<file path="config.mk">
export PLATFORM = sky130hd
export DESIGN_NAME = stepper_ramp_pulse_generator_core_flat
export DESIGN_NICKNAME = d
export VERILOG_FILES = /design/src/rtl/core/srpg_pkg.sv /design/src/rtl/core/srpg_in_if.sv /design/src/rtl/core/srpg_out_if.sv /design/src/rtl/core/srpg_cfg.sv /design/src/rtl/core/srpg_ramp.sv /design/src/rtl/core/stepper_ramp_pulse_generator_core.sv /design/src/flat_wrapper.sv
export SDC_FILE = /design/constraint.sdc
export NUM_CORES = 1
export LEC_CHECK = 0
export ABC_AREA = 1
export BUFFER_PORTS_ARGS = -buffer_cell sky130_fd_sc_hd__buf_2
export CAP_MARGIN = 30
export CORE_MARGIN = 4
export CORE_UTILIZATION = 40
export DETAILED_ROUTE_END_ITERATION = 8
export SKIP_LAST_GASP = 1
export SYNTH_ARGS = -nofsm -noshare
export SYNTH_HDL_FRONTEND = slang
export SYNTH_HIERARCHICAL = 1
export SYNTH_SLANG_ARGS = --single-unit
</file>
<file path="constraint.sdc">
create_clock -name clk -period 8.1 [get_ports clk]
set_clock_uncertainty 0.05 [all_clocks]
set_input_delay 2.43 -clock clk [delete_from_list [all_inputs] [get_ports clk]]
set_output_delay 2.43 -clock clk [all_outputs]
set_load 0.02 [all_outputs]
</file>
<file path="src/rtl/core/srpg_pkg.sv">
package srpg_pkg;

    localparam int DIST_W   = 12;
    localparam int SPM_W    = 10;
    localparam int LEVELS_W = 8;
    localparam int BASE_W   = 20;
    localparam int DWELL_W  = 24;
    localparam int STEPS_W  = 22;
    localparam int DELAY_W  = 32;
    localparam int PROD_W   = DWELL_W + 1;

    localparam int CFG_IDX_W  = 3;
    localparam int CFG_DATA_W = 24;

    typedef enum logic [CFG_IDX_W-1:0] {
        CFG_STEPS_PER_MM = 3'd0,
        CFG_LEVEL_COUNT  = 3'd1,
        CFG_BASE_DELAY   = 3'd2,
        CFG_LEVEL_DWELL  = 3'd3,
        CFG_MOTOR_IN_USE = 3'd4
    } cfg_index_t;

    localparam logic [SPM_W-1:0]    RST_STEPS_PER_MM = 10'd80;
    localparam logic [LEVELS_W-1:0] RST_LEVEL_COUNT  = 8'd10;
    localparam logic [BASE_W-1:0]   RST_BASE_DELAY   = 20'd1000;
    localparam logic [DWELL_W-1:0]  RST_LEVEL_DWELL  = 24'd50000;

    typedef enum logic {
        KIND_TICK  = 1'b0,
        KIND_START = 1'b1
    } item_kind_t;

    typedef struct packed {
        logic [SPM_W-1:0]    steps_per_mm;
        logic [LEVELS_W-1:0] level_count;
        logic [BASE_W-1:0]   base_delay_ticks;
        logic [DWELL_W-1:0]  level_dwell_ticks;
        logic                motor_in_use;
    } cfg_t;

    typedef struct packed {
        logic step_pulse;
        logic direction;
        logic busy_res;
        logic move_done;
    } res_t;

endpackage

</file>
<file path="src/rtl/core/srpg_in_if.sv">
interface srpg_in_if;
    import srpg_pkg::*;

    logic                     valid;
    logic                     ready;
    logic                     kind;
    logic signed [DIST_W-1:0] distance_mm;

    modport source (output valid, kind, distance_mm, input ready);
    modport sink (input valid, kind, distance_mm, output ready);
endinterface

</file>
<file path="src/rtl/core/srpg_out_if.sv">
interface srpg_out_if;
    logic valid;
    logic ready;
    logic step_pulse;
    logic direction;
    logic busy_res;
    logic move_done;

    modport source (output valid, step_pulse, direction, busy_res, move_done, input ready);
    modport sink (input valid, step_pulse, direction, busy_res, move_done, output ready);
endinterface

</file>
<file path="src/rtl/core/srpg_cfg.sv">
module srpg_cfg (
    input  logic                               clk,
    input  logic                               rst_n,
    input  logic                               cfg_we,
    input  logic [srpg_pkg::CFG_IDX_W-1:0]     cfg_index,
    input  logic [srpg_pkg::CFG_DATA_W-1:0]    cfg_data,
    output srpg_pkg::cfg_t                     cfg
);
    import srpg_pkg::*;

    cfg_t cfg_reg;
    cfg_t cfg_next;

    always_comb
    begin
        cfg_next = cfg_reg;
        if (cfg_we)
        begin
            unique case (cfg_index_t'(cfg_index))
                CFG_STEPS_PER_MM: cfg_next.steps_per_mm      = cfg_data[SPM_W-1:0];
                CFG_LEVEL_COUNT:  cfg_next.level_count       = cfg_data[LEVELS_W-1:0];
                CFG_BASE_DELAY:   cfg_next.base_delay_ticks  = cfg_data[BASE_W-1:0];
                CFG_LEVEL_DWELL:  cfg_next.level_dwell_ticks = cfg_data[DWELL_W-1:0];
                CFG_MOTOR_IN_USE: cfg_next.motor_in_use      = cfg_data[0];
                default:          cfg_next = cfg_reg;
            endcase
        end
    end

    always_ff @(posedge clk or negedge rst_n)
    begin
        if (!rst_n)
        begin
            cfg_reg.steps_per_mm      <= RST_STEPS_PER_MM;
            cfg_reg.level_count       <= RST_LEVEL_COUNT;
            cfg_reg.base_delay_ticks  <= RST_BASE_DELAY;
            cfg_reg.level_dwell_ticks <= RST_LEVEL_DWELL;
            cfg_reg.motor_in_use      <= 1'b1;
        end
        else
        begin
            cfg_reg <= cfg_next;
        end
    end

    assign cfg = cfg_reg;
endmodule

</file>
<file path="src/rtl/core/srpg_ramp.sv">
module srpg_ramp (
    input  logic                               clk,
    input  logic                               rst_n,
    input  logic                               fire,
    input  logic                               kind,
    input  logic signed [srpg_pkg::DIST_W-1:0] distance_mm,
    input  srpg_pkg::cfg_t                     cfg,
    output srpg_pkg::res_t                     result
);
    import srpg_pkg::*;

    // The product of steps at the current level and the delay is kept as a running
    // sum that saturates just above the largest dwell, so no multiplier sits in the loop.
    localparam logic [PROD_W-1:0] PROD_SAT = PROD_W'(1) << DWELL_W;

    logic [STEPS_W-1:0] remaining_reg, remaining_next;
    logic               negative_reg, negative_next;
    logic [DELAY_W-1:0] delay_reg, delay_next;
    logic [DELAY_W-1:0] wait_reg, wait_next;
    logic [STEPS_W-1:0] at_level_reg, at_level_next;
    logic [STEPS_W-1:0] record_reg, record_next;
    logic [STEPS_W-1:0] taken_reg, taken_next;
    logic               moving_reg, moving_next;
    logic [PROD_W-1:0]  prod_reg, prod_next;

    logic [DIST_W-1:0]         mag;
    logic [STEPS_W-1:0]        start_steps;
    logic [BASE_W+LEVELS_W-1:0] start_delay;
    logic [STEPS_W-1:0]        rem_dec;
    logic [STEPS_W-1:0]        lvl_inc;
    logic [STEPS_W-1:0]        taken_inc;
    logic [PROD_W:0]           prod_sum;
    logic [PROD_W-1:0]         prod_step;
    logic                      dwell_hit;
    logic [DELAY_W:0]          delay_up;
    logic                      pulse;
    logic                      done;

    always_comb
    begin
        mag         = distance_mm[DIST_W-1] ? DIST_W'(-distance_mm) : distance_mm;
        start_steps = STEPS_W'(mag * cfg.steps_per_mm);
        start_delay = cfg.base_delay_ticks * cfg.level_count;

        rem_dec   = remaining_reg - 1'b1;
        lvl_inc   = at_level_reg + 1'b1;
        taken_inc = taken_reg + 1'b1;
        prod_sum  = {1'b0, prod_reg} + {2'b00, delay_reg[DWELL_W-1:0]};
        if ((|delay_reg[DELAY_W-1:DWELL_W]) || (prod_sum >= {1'b0, PROD_SAT}))
        begin
            prod_step = PROD_SAT;
        end
        else
        begin
            prod_step = prod_sum[PROD_W-1:0];
        end
        dwell_hit = prod_step > {1'b0, cfg.level_dwell_ticks};
        delay_up  = {1'b0, delay_reg} + {{(DELAY_W-BASE_W+1){1'b0}}, cfg.base_delay_ticks};

        remaining_next = remaining_reg;
        negative_next  = negative_reg;
        delay_next     = delay_reg;
        wait_next      = wait_reg;
        at_level_next  = at_level_reg;
        record_next    = record_reg;
        taken_next     = taken_reg;
        moving_next    = moving_reg;
        prod_next      = prod_reg;
        pulse          = 1'b0;
        done           = 1'b0;

        if (item_kind_t'(kind) == KIND_START)
        begin
            negative_next = distance_mm[DIST_W-1];
            delay_next    = DELAY_W'(start_delay);
            wait_next     = '0;
            at_level_next = '0;
            record_next   = '0;
            taken_next    = '0;
            prod_next     = '0;
            if (!cfg.motor_in_use || (start_steps == '0))
            begin
                remaining_next = '0;
                moving_next    = 1'b0;
                done           = 1'b1;
            end
            else
            begin
                remaining_next = start_steps;
                moving_next    = 1'b1;
            end
        end
        else if (moving_reg)
        begin
            if (!cfg.motor_in_use)
            begin
                moving_next = 1'b0;
                done        = 1'b1;
            end
            else if (wait_reg == '0)
            begin
                pulse          = 1'b1;
                remaining_next = rem_dec;
                taken_next     = taken_inc;
                at_level_next  = lvl_inc;
                prod_next      = prod_step;
                wait_next      = (delay_reg == '0) ? '0 : delay_reg - 1'b1;
                if (rem_dec > taken_inc)
                begin
                    if (dwell_hit && (delay_reg > DELAY_W'(cfg.base_delay_ticks)))
                    begin
                        delay_next    = delay_reg - DELAY_W'(cfg.base_delay_ticks);
                        record_next   = record_reg + lvl_inc;
                        at_level_next = '0;
                        prod_next     = '0;
                    end
                end
                else if (rem_dec <= record_reg)
                begin
                    if (dwell_hit)
                    begin
                        delay_next    = delay_up[DELAY_W] ? '1 : delay_up[DELAY_W-1:0];
                        at_level_next = '0;
                        prod_next     = '0;
                    end
                end
                if (rem_dec == '0)
                begin
                    moving_next = 1'b0;
                    done        = 1'b1;
                end
            end
            else
            begin
                wait_next = wait_reg - 1'b1;
            end
        end

        result.step_pulse = pulse;
        result.direction  = negative_next;
        result.busy_res   = moving_next;
        result.move_done  = done;
    end

    always_ff @(posedge clk or negedge rst_n)
    begin
        if (!rst_n)
        begin
            remaining_reg <= '0;
            negative_reg  <= 1'b0;
            delay_reg     <= '0;
            wait_reg      <= '0;
            at_level_reg  <= '0;
            record_reg    <= '0;
            taken_reg     <= '0;
            moving_reg    <= 1'b0;
            prod_reg      <= '0;
        end
        else if (fire)
        begin
            remaining_reg <= remaining_next;
            negative_reg  <= negative_next;
            delay_reg     <= delay_next;
            wait_reg      <= wait_next;
            at_level_reg  <= at_level_next;
            record_reg    <= record_next;
            taken_reg     <= taken_next;
            moving_reg    <= moving_next;
            prod_reg      <= prod_next;
        end
    end
endmodule

</file>
<file path="src/rtl/core/stepper_ramp_pulse_generator_core.sv">
// Trapezoidal stepper ramp generator. Each transaction on cmd is either one timer tick or a
// move start with a signed distance in millimetres, and each gives exactly one transaction on
// res through the input register and then the result register. One transaction is taken every
// clock cycle as long as res is drained; the step-timing state is updated on the same edge that
// loads the result register, and the dwell product is kept as a saturating running sum so no
// multiplier sits in that loop. A move starts at base_delay_ticks times the level count, speeds
// up one level at a time, and slows down once the remaining steps fall to the ramp-up count.
// Configuration is written through cfg_we, cfg_index and cfg_data and should only change while
// no move is running and no transaction is in flight.
module stepper_ramp_pulse_generator_core (
    input  logic                            clk,
    input  logic                            rst_n,
    srpg_in_if.sink                         cmd,
    srpg_out_if.source                      res,
    input  logic                            cfg_we,
    input  logic [srpg_pkg::CFG_IDX_W-1:0]  cfg_index,
    input  logic [srpg_pkg::CFG_DATA_W-1:0] cfg_data
);
    import srpg_pkg::*;

    cfg_t cfg;
    res_t result;

    logic                     in_valid_reg, in_valid_next;
    logic                     in_kind_reg;
    logic signed [DIST_W-1:0] in_dist_reg;
    logic                     res_valid_reg, res_valid_next;
    res_t                     res_reg;
    logic                     advance;
    logic                     fire;

    assign advance   = !res_valid_reg || res.ready;
    assign fire      = in_valid_reg && advance;
    assign cmd.ready = advance || !in_valid_reg;

    always_comb
    begin
        in_valid_next  = cmd.ready ? cmd.valid : in_valid_reg;
        res_valid_next = advance ? in_valid_reg : res_valid_reg;
    end

    srpg_cfg u_cfg (
        .clk       (clk),
        .rst_n     (rst_n),
        .cfg_we    (cfg_we),
        .cfg_index (cfg_index),
        .cfg_data  (cfg_data),
        .cfg       (cfg)
    );

    srpg_ramp u_ramp (
        .clk         (clk),
        .rst_n       (rst_n),
        .fire        (fire),
        .kind        (in_kind_reg),
        .distance_mm (in_dist_reg),
        .cfg         (cfg),
        .result      (result)
    );

    always_ff @(posedge clk or negedge rst_n)
    begin
        if (!rst_n)
        begin
            in_valid_reg  <= 1'b0;
            res_valid_reg <= 1'b0;
        end
        else
        begin
            in_valid_reg  <= in_valid_next;
            res_valid_reg <= res_valid_next;
        end
    end

    always_ff @(posedge clk)
    begin
        if (cmd.valid && cmd.ready)
        begin
            in_kind_reg <= cmd.kind;
            in_dist_reg <= cmd.distance_mm;
        end
        if (fire)
        begin
            res_reg <= result;
        end
    end

    assign res.valid      = res_valid_reg;
    assign res.step_pulse = res_reg.step_pulse;
    assign res.direction  = res_reg.direction;
    assign res.busy_res   = res_reg.busy_res;
    assign res.move_done  = res_reg.move_done;
endmodule

</file>
<file path="src/flat_wrapper.sv">
// flat-port wrapper written by rule: the top's interface ports become plain ports
module stepper_ramp_pulse_generator_core_flat import srpg_pkg::*;
  (clk, rst_n, cfg_we, cfg_index, cfg_data, cmd_valid, cmd_kind, cmd_distance_mm, cmd_ready, res_valid, res_step_pulse, res_direction, res_busy_res, res_move_done, res_ready);
  srpg_in_if cmd_i ();
  srpg_out_if res_i ();
  input  logic clk;
  input  logic rst_n;
  input  logic cfg_we;
  input  logic [srpg_pkg::CFG_IDX_W-1:0] cfg_index;
  input  logic [srpg_pkg::CFG_DATA_W-1:0] cfg_data;
  input wire logic [$bits(cmd_i.valid)-1:0] cmd_valid;
  input wire logic [$bits(cmd_i.kind)-1:0] cmd_kind;
  input wire logic [$bits(cmd_i.distance_mm)-1:0] cmd_distance_mm;
  output wire logic [$bits(cmd_i.ready)-1:0] cmd_ready;
  output wire logic [$bits(res_i.valid)-1:0] res_valid;
  output wire logic [$bits(res_i.step_pulse)-1:0] res_step_pulse;
  output wire logic [$bits(res_i.direction)-1:0] res_direction;
  output wire logic [$bits(res_i.busy_res)-1:0] res_busy_res;
  output wire logic [$bits(res_i.move_done)-1:0] res_move_done;
  input wire logic [$bits(res_i.ready)-1:0] res_ready;
  assign cmd_i.valid = cmd_valid;
  assign cmd_i.kind = cmd_kind;
  assign cmd_i.distance_mm = cmd_distance_mm;
  assign cmd_ready = cmd_i.ready;
  assign res_valid = res_i.valid;
  assign res_step_pulse = res_i.step_pulse;
  assign res_direction = res_i.direction;
  assign res_busy_res = res_i.busy_res;
  assign res_move_done = res_i.move_done;
  assign res_i.ready = res_ready;
  stepper_ramp_pulse_generator_core u_core (.clk(clk), .rst_n(rst_n), .cmd(cmd_i), .res(res_i), .cfg_we(cfg_we), .cfg_index(cfg_index), .cfg_data(cfg_data));
endmodule
</file>
== Word level (Yosys, flattened, before mapping) ==
Cells that the tools add are included.
Word-level totals
  register bits: 261
  input bits: 45
  output and inout port bits: 6
  logic and storage cells: 140
Cells by class
  $add $sub $neg: 10
  $mul: 2
  magnitude comparators: 5
  eq/ne operators: 5
  mux-type cells: 61
  bitwise gates (word level): 2
  reduce and logical (&&, ||, !) cells: 33
Operators with widths (number)
  22-bit two-way mux: 23
  32-bit two-way mux: 14
  25-bit two-way mux: 9
  32-bit zero test: 2
  32-bit by 1-bit subtractor with 32-bit output, second input constant: 2
  22-bit by 1-bit adder with 22-bit output, second input constant: 2
  22-bit zero test: 2
  32-bit by 20-bit adder with 33-bit output: 1
  32-bit by 20-bit > comparator with 1-bit output: 1
  32-bit by 20-bit subtractor with 32-bit output: 1
  20-bit by 8-bit multiplier with 28-bit output: 1
  25-bit by 24-bit adder with 26-bit output: 1
  26-bit by 25-bit >= comparator with 1-bit output, second input constant: 1
  25-bit by 24-bit > comparator with 1-bit output: 1
  22-bit adder: 1
  22-bit > comparator: 1
  22-bit less-or-equal comparator: 1
  12-bit by 10-bit multiplier with 22-bit output: 1
  22-bit by 1-bit subtractor with 22-bit output, second input constant: 1
  1-bit two-way mux: 14
  12-bit two-way mux: 1
  12-bit negator: 1
  2-bit AND reduction: 5
  2-bit nonzero test: 5
  other kinds (16): 26

== Longest topological paths before layout ==
Gate-level depths: netlist (run 1).
  word-level depth: 12
  mapped depth: 37
  depth with buffers taken out: 37

== Hierarchy ==
The synthesis (run 1) kept the hierarchy.
By module, submodules not included
  srpg_ramp: times used 1, cells each 4028, area each 27571.4 µm², seq. area each 4479.3 µm²
  srpg_cfg: times used 1, cells each 284, area each 2544.9 µm², seq. area each 1597.8 µm²
  stepper_ramp_pulse_generator_core: times used 1, cells each 29, area each 605.6 µm², seq. area each 560.5 µm²

== Worst setup path after synthesis (run 1) ==
No wires, ideal clock.
  path kind: flip-flop to flip-flop
  from: register u_core.in_dist_reg[0]
  to: register u_core.res_reg (netlist bit u_core/res.busy_res) (data pin)
  library setup time: 0.251 ns
  arrival: 6.060 ns
  required time: 7.799 ns
  slack: 1.739 ns
  stages on the path, launching flop included: 33
  buffers on the path: 1
  period minus slack after synthesis: 6.361 ns
  cell sequence: edfxtp_1 > inv_1 > ha_1 > inv_1 > nor4_1 > inv_1 > nor3_1 > a31oi_1 > or2_2 > nand2_1 > nand2_1 > fa_1 > inv_1 > fa_1 > fa_1 > fa_1 > inv_1 > fa_1 > inv_1 > ha_1 > nand2_1 > o21ai_0 > a21oi_1 > nand2_1 > nand3_1 > nand2_1 > xor2_1 > nand3_1 > nor2_1 > nand2_2 > nand2_4 > nand2_1 > buf_4
Between the ends
  word-level cells in the longest chain between the ends: 7
RTL lines
  start: declaration: RTL line stepper_ramp_pulse_generator_core.sv:26  | logic signed [DIST_W-1:0] in_dist_reg;
  start signal: assignment: RTL line stepper_ramp_pulse_generator_core.sv:80  | in_dist_reg <= cmd.distance_mm;
  12-bit negator: RTL line srpg_ramp.sv:41  | mag = distance_mm[DIST_W-1] ? DIST_W'(-distance_mm) : distance_mm;
  12-bit two-way mux (*): RTL line srpg_ramp.sv:41
  12-bit by 10-bit multiplier with 22-bit output (*): RTL line srpg_ramp.sv:42  | start_steps = STEPS_W'(mag * cfg.steps_per_mm);
  22-bit zero test (*): RTL line srpg_ramp.sv:81  | if (!cfg.motor_in_use || (start_steps == '0))
  1-bit logical OR (*): RTL line srpg_ramp.sv:81
  1-bit two-way mux (*): RTL line srpg_ramp.sv:81
  1-bit two-way mux (*): RTL line srpg_ramp.sv:72  | if (item_kind_t'(kind) == KIND_START)
  via u_core.u_ramp.moving_next: RTL line srpg_ramp.sv:23  | logic moving_reg, moving_next;
  end signal: assignment: RTL line stepper_ramp_pulse_generator_core.sv:84  | res_reg <= result;
  end: declaration: RTL line stepper_ramp_pulse_generator_core.sv:28  | res_t res_reg;
Mark *: on every way through the listed nets, which the timed path passes. The rest lies on a longest branch.
A chain may end at the register's enable or synchronous reset.

==> metrics, run 1 <==
clock tree buffer depth=3; max_slew headroom=0.341; fraction of layout instances using a drive strength above 1=0.0579; status=completed; slew at the pin closest to its max-slew limit=0.988 ns; setup repair after global routing missed its margin=false; net count reported at finish=4810; Non-Filler Instances=5363; internal power=5.30 mW; Area growth syn-to-layout=6.75%; post-route DRC violation count=0; leading post-synthesis cells by instance count=sky130_fd_sc_hd__nand2_1 (1086), sky130_fd_sc_hd__inv_1 (699), sky130_fd_sc_hd__nor2_1 (377), sky130_fd_sc_hd__ha_1 (267), sky130_fd_sc_hd__nand3_1 (248); area occupied by registers=0.00664 mm2; total clock buffers created by CTS=34; flop and latch count out of synthesis=261; sequential element share of the synthesized area=0.216; final global-route overflow total=0; fraction of synthesized area in multiplexers=0; routed vias/inst=5.20; clock latency on the worst-skew pair=0.56 ns; startpoint type of the worst setup path=flop; initial DRC count=2010; effective utilization at floorplan=0.404; number of vias in the routed layout=27900; Net Count, Synth=4843; number of H-tree branching levels=2; core box area=0.0761 mm2; Total Negative Setup Slacks=0 ns; Syn Area/Cell=7.08 um2; synth top area cells=sky130_fd_sc_hd__dfrtp_1 (18%), sky130_fd_sc_hd__nand2_1 (13%), sky130_fd_sc_hd__fa_1 (12%); most area-hungry cell type in the Yosys netlist=sky130_fd_sc_hd__dfrtp_1; chip width=285 um; final setup violation count=0; type of the worst min-delay path=reg2reg; global-route track usage on met2=0.356; Port-buffer cells=50; data arrival time of the critical path=7.40 ns; wire length of the first global-routing pass=148 mm; post-DP HPWL=71.9 mm; number of enable flip-flop cells after synthesis=17; Critical Path RT=8.35 ns; PwrDens=368 mW/mm2; IO Pins=51; combinational group share of total power=0.700; Yosys warnings=6; total leakage power=17.3 nW; number of distinct standard cells referenced by the synthesized netlist=61; register-to-register setup slack=0.96 ns; number of antenna violations at the first check in global routing=3; max reg flops=63; final-report hold violation count=0; CTS Hold Bufs=0; Setup Buffers After CTS=0; height of the die=285 um; root buffer cell=sky130_fd_sc_hd__clkbuf_16; number of instances in the synthesized netlist=4341; Synth Area in Compound Gates=0.124; number of gates given a new drive strength after cts=0; portion of total power attributed to the clock network=0.122; WL per Instance=17.1 um; upper clock frequency limit=140 MHz; via count of the first global-routing pass=26900; dominant combinational cell family by area after synthesis=simple AND/OR/NAND/NOR gates; global routing usage on met3=0.0272; largest stage delay on the critical path=0.56 ns; aggregate routed wire length=91.8 mm; die area=0.0813 mm2; shortest period the worst path allows=7.14 ns; Placement Rows=101; top-area cell type share of the netlist area=0.185; fraction of registers with async set/reset=0.935; slowest stage cell, crit path=sky130_fd_sc_hd__edfxtp_1; multi-input logic area=0.0208 mm2; fraction of the mapped netlist area in simple logic gates=0.266; number of pins exceeding their max-slew limit in the final report=0; grt peak-use layer=met2; netlist area before placement=0.0307 mm2; library cell with the highest instance count after synthesis=sky130_fd_sc_hd__nand2_1; Top FF cell, synth=sky130_fd_sc_hd__dfrtp_1; critical path capture point type=flop; combined global-route utilization of all metal layers=0.223; number of max-cap violations=0; Initial DRT Pass Iterations=7; kind of critical path=reg2reg; peak supply drop=0.191 mV; fill cell count=8076; number of cells after detailed placement=5302; sw frac=0.561; number of clock sinks seen by CTS=261; clock tree from TritonCTS=done; clock-pin slew on the worst setup and hold paths=0.06 ns; post-route clock period utilization=0.882; sequential cell fraction of total power=0.178; pin count of the biggest net entering global routing=124; switching power of the nets=6.77 mW; final weighted congestion in routability-driven placement=0.940; share of the synthesized netlist area taken by xor and xnor gates=0.0527; met1 track demand over resource=0.325; final antenna-violating net count=0; critical-path maximum fanout=12; adder and majority gate portion of the synthesized area=0.233
through the flow:
| stage | hold slack (ns) | area [um2] | worst slack, ns | power, mW | utilization |
|---|---|---|---|---|---|
| detailed placement | 0.409 | 31700 | 0.974 | 10.5 | 0.417 |
| global placement | 0.407 | 31700 | 1.06 | 10.5 | 0.417 |
| floorplan | 0.396 | 30700 | 1.74 | 8.27 | - |
| finish | 0.418 | 32800 | 0.959 | 12.1 | 0.431 |
| global route | 0.432 | 32800 | 0.343 | 13.4 | 0.431 |
| CTS | 0.420 | 32800 | 0.987 | 12.1 | 0.431 |
kinds of logic (layout without fill, tap and decap cells):
family | after synthesis | in the layout
fa+ha+maj | 457 | 457
other cells | 0 | 1
simple gates | 1931 | 1931
xor+xnor | 185 | 185
buf+inv | 849 | 840
compound gates | 658 | 658
flops | 261 | 261
placed cells by master (no fill, tap or decap), types with 11 or more instances in the layout:
master                         n
sky130_fd_sc_hd__nand2_1    1086
sky130_fd_sc_hd__inv_1       699
sky130_fd_sc_hd__nor2_1      377
sky130_fd_sc_hd__ha_1        267
sky130_fd_sc_hd__nand3_1     248
sky130_fd_sc_hd__o21ai_0     235
sky130_fd_sc_hd__dfrtp_1     227
sky130_fd_sc_hd__a21oi_1     225
sky130_fd_sc_hd__fa_1        190
sky130_fd_sc_hd__xor2_1      145
sky130_fd_sc_hd__nor3_1       71
sky130_fd_sc_hd__nand4_1      59
sky130_fd_sc_hd__buf_2        49
sky130_fd_sc_hd__xnor2_1      40
sky130_fd_sc_hd__clkbuf_16    35
sky130_fd_sc_hd__o22ai_1      34
sky130_fd_sc_hd__o21ai_2      31
sky130_fd_sc_hd__or2_2        25
sky130_fd_sc_hd__o21bai_1     23
sky130_fd_sc_hd__o211ai_1     22
sky130_fd_sc_hd__edfxtp_1     17
sky130_fd_sc_hd__dfstp_2      17
sky130_fd_sc_hd__nor4_1       16
sky130_fd_sc_hd__a31oi_1      14
sky130_fd_sc_hd__a21o_1       13
sky130_fd_sc_hd__inv_2        12
sky130_fd_sc_hd__buf_4        11
sky130_fd_sc_hd__nand2_2      11
sky130_fd_sc_hd__o21ai_1      11
worst paths after layout:
kind / from / end / depth (start not counted)
worst max-delay path: u_core/in_dist_reg[0]$_DFFE_PP_ / u_core/res.busy_res$_DFFE_PP_ / 31
worst min-delay path: u_core/u_cfg/cfg[7]$_DFFE_PN1P_ / u_core/u_cfg/cfg[7]$_DFFE_PN1P_ / 2
worst max register to register: u_core/in_dist_reg[0]$_DFFE_PP_ / u_core/res.busy_res$_DFFE_PP_ / 31
worst min register to register: u_core/u_cfg/cfg[7]$_DFFE_PN1P_ / u_core/u_cfg/cfg[7]$_DFFE_PN1P_ / 2
max in group asynchronous: rst_n / u_core/u_cfg/cfg[62]$_DFFE_PN0P_ / 2
min in group asynchronous: rst_n / u_core/u_ramp/at_level_reg[2]$_DFFE_PN0P_ / 1
layer usage:
layer  wire, um  vias to the layer above  share of wire
li1           -                    13800              -
met5         27                        -        0.00029
met4       2080                        4          0.023
met1      44400                    13300           0.48
met3       4800                      112          0.052
met2      40500                      684           0.44
critical path, delay by kind of cell, from the launching register on:
| family | cells | cell delay (ns) |
|---|---|---|
| buf+inv | 6 | 0.47 |
| flops | 1 | 0.56 |
| xor+xnor | 1 | 0.19 |
| compound gates | 3 | 0.61 |
| fa+ha+maj | 7 | 3.02 |
| simple gates | 14 | 1.97 |
layout make-up:
type / instances / area share
Clock buffer: 44 / 0.0280
Tap cell: 1030 / 0.0393
Timing Repair Buffer: 62 / 0.0111
Sequential cell: 261 / 0.202
Clock inverter: 16 / 0.00404
Antenna cell: 1 / 0.0000763
Inverter: 718 / 0.0822
Multi-Input combinational cell: 3231 / 0.633
power groups by stage:
| stage | Sequential, mW | Clock (mW) | Combinational (mW) |
|---|---|---|---|
| 2_1_floorplan | 1.83 | 0 | 6.44 |
| 3_3_place_gp | 2.15 | 0 | 8.30 |
| 3_5_place_dp | 2.16 | 0 | 8.34 |
| 4_1_cts | 2.13 | 1.52 | 8.41 |
| 5_1_grt | 2.18 | 1.57 | 9.64 |
| 6_report | 2.15 | 1.47 | 8.45 |
(Power assumes the default switching activity.)
==> run 2: changes to the inputs <==
--- a/config.mk
+++ b/config.mk
@@ -8,7 +8,7 @@
 export ABC_AREA = 1
 export BUFFER_PORTS_ARGS = -buffer_cell sky130_fd_sc_hd__buf_2
 export CAP_MARGIN = 30
-export CORE_MARGIN = 4
+export CORE_MARGIN = 10
 export CORE_UTILIZATION = 40
 export DETAILED_ROUTE_END_ITERATION = 8
 export SKIP_LAST_GASP = 1
==> run 2 against run 1 <==
  * Fmax about the same
  * Global-route usage down 1.7 points
  * Wire length up 0.72%
  * Clock power up 7%
  * Core utilization up 0.19 points
  * Sequential share of layout area down 0.088 points
  * Combinational power up 0.6%
  * Worst setup slack worse by 0.0056 ns
  * Non-clock buffer count up 5
  * Total power up 0.98%
  * Largest cell class unchanged
==> metrics, run 2 (same netlist as run 1, synthesis figures left out) <==
number of gates given a new drive strength after cts=0 (unchanged); number of H-tree branching levels=2 (unchanged); initial DRC count=2132 (+6.1%); slowest stage cell, crit path=sky130_fd_sc_hd__edfxtp_1; sequential cell fraction of total power=0.174 (-0.004); switching power of the nets=6.81 mW (+0.48%); root buffer cell=sky130_fd_sc_hd__clkbuf_16; routed vias/inst=5.18 (-0.43%); pin count of the biggest net entering global routing=145 (+17%); max_slew headroom=0.331 (-0.0106); overall power consumption=12.2 mW (+0.98%); Area growth syn-to-layout=7.22%; Non-Filler Instances=5373 (+0.19%); clock tree from TritonCTS=done; Placement Rows=101 (unchanged); core box area=0.0761 mm2 (unchanged); Setup Buffers After CTS=0 (unchanged); number of antenna violations at the first check in global routing=0 (-3); Port-buffer cells=50 (unchanged); shortest period the worst path allows=7.15 ns (+0.00563 ns); kind of critical path=reg2reg; wire length of the first global-routing pass=150 mm (+1.0%); number of max-cap violations=0 (unchanged); IO Pins=51 (unchanged); final global-route overflow total=0 (unchanged); clock latency on the worst-skew pair=0.57 ns (about the same); slew at the pin closest to its max-slew limit=1.00 ns (+0.0159 ns); peak supply drop=0.240 mV (+26%); total clock buffers created by CTS=36 (+5.9%); post-DP HPWL=72.1 mm (+0.28%); final weighted congestion in routability-driven placement=0.932 (-0.87%); aggregate routed wire length=92.5 mm (+0.72%); effective utilization at floorplan=0.404 (unchanged); post-route clock period utilization=0.882 (about the same); fraction of layout instances using a drive strength above 1=0.0619 (+0.00400); number of clock sinks seen by CTS=261 (unchanged); clock-pin slew on the worst setup and hold paths=0.06 ns (about the same); multi-input logic area=0.0208 mm2 (unchanged); status=completed; largest stage delay on the critical path=0.57 ns (about the same); number of vias in the routed layout=27800 (-0.24%); combinational group share of total power=0.697 (-0.003); PwrDens=370 mW/mm2 (+0.53%); die area=0.0883 mm2 (+8.6%); CTS Hold Bufs=0 (unchanged); total inserted antenna cells=0 (-1); portion of total power attributed to the clock network=0.130 (+0.008); setup repair after global routing missed its margin=false; upper clock frequency limit=140 MHz (about the same); final-report hold violation count=0 (unchanged); data arrival time of the critical path=7.40 ns (about the same); total leakage power=17.4 nW (+0.60%); number of cells after detailed placement=5307 (+0.094%); clock tree buffer depth=3 (unchanged); sw frac=0.558 (-0.00274); startpoint type of the worst setup path=flop; final setup violation count=0 (unchanged); net count reported at finish=4817 (+0.15%); cell family contributing the most delay on the critical path=adder cells; final critical-path setup slack=0.953 ns (-0.00563 ns); Total Negative Setup Slacks=0 ns (unchanged); chip width=297 um (+4.2%); Critical Path RT=8.36 ns (about the same); fill cell count=8085 (+0.11%); number of pins exceeding their max-slew limit in the final report=0 (unchanged); post-route DRC violation count=0 (unchanged); Worst Path Buf+Inv=6 (unchanged); max reg flops=63 (unchanged); Initial DRT Pass Iterations=6 (-1); final antenna-violating net count=0 (unchanged); area occupied by registers=0.00664 mm2 (unchanged); highest-count cells in the layout ignoring fill and taps=sky130_fd_sc_hd__nand2_1 (1086), sky130_fd_sc_hd__inv_1 (699), sky130_fd_sc_hd__nor2_1 (377); critical path capture point type=flop; type of the worst min-delay path=reg2reg; most common cell after layout, fill and taps aside=sky130_fd_sc_hd__nand2_1; height of the die=297 um (+4.2%); pre-CTS setup slack=0.989 ns (+0.0142 ns); internal power=5.39 mW (+1.6%); via count of the first global-routing pass=26800 (-0.68%); combined global-route utilization of all metal layers=0.206 (-0.0173); critical-path maximum fanout=12 (unchanged); WL per Instance=17.2 um (+0.53%)
## run 2: area by class of cell
class                           instances  share of cell area
Sequential cell                       261               0.202
Inverter                              718              0.0818
Clock buffer                           44              0.0304
Timing Repair Buffer                   67              0.0122
Tap cell                             1030              0.0391
Multi-Input combinational cell       3231               0.630
Clock inverter                         22             0.00482
## run 2: worst paths after layout
check	startpoint	to	slack (ns)	depth (start not counted)
worst max register to register	u_core/in_dist_reg[0]$_DFFE_PP_	u_core/res.busy_res$_DFFE_PP_	0.95	31
min in group asynchronous	rst_n	u_core/u_ramp/at_level_reg[2]$_DFFE_PN0P_	1.85	1
worst min register to register	u_core/u_cfg/cfg[10]$_DFFE_PN1P_	u_core/u_cfg/cfg[10]$_DFFE_PN1P_	0.42	2
max in group asynchronous	rst_n	u_core/u_cfg/cfg[37]$_DFFE_PN0P_	4.72	2
worst min-delay path	u_core/u_cfg/cfg[10]$_DFFE_PN1P_	u_core/u_cfg/cfg[10]$_DFFE_PN1P_	0.42	2
worst max-delay path	u_core/in_dist_reg[0]$_DFFE_PP_	u_core/res.busy_res$_DFFE_PP_	0.95	31
## run 2: through the flow
stage / utilization / area, um2 / hold slack (ns)
after floorplan: - / 30700 / 0.396
after global placement: 0.418 / 31800 / 0.410
after detailed placement: 0.418 / 31800 / 0.409
after CTS: 0.433 / 32900 / 0.419
after global routing: 0.433 / 32900 / 0.439
final: 0.433 / 32900 / 0.420
## run 2: worst reg2reg max path, delay by kind of cell (launching register included)
family                   cells  cell delay [ns]
AO/OA/AOI/OAI                3             0.58
XOR/XNOR                     1             0.22
adder cells (fa/ha/maj)      7             3.03
buffers and inverters        6             0.48
flip-flops                   1             0.57
AND/OR/NAND/NOR             14             1.98
## run 2: power groups by stage
| stage | Combinational (mW) | Sequential (mW) | Clock, mW |
|---|---|---|---|
| 2_1_floorplan | 6.44 | 1.83 | 0 |
| 3_3_place_gp | 8.36 | 2.12 | 0 |
| 3_5_place_dp | 8.37 | 2.12 | 0 |
| 4_1_cts | 8.45 | 2.10 | 1.63 |
| 5_1_grt | 9.69 | 2.15 | 1.67 |
| 6_report | 8.50 | 2.12 | 1.58 |
## run 2: layer usage
metal | wire length (um) | track usage
met4 | 1670 | 0.0436
met3 | 4710 | 0.0245
met5 | 0 | 0
met1 | 45700 | 0.304
met2 | 40400 | 0.318
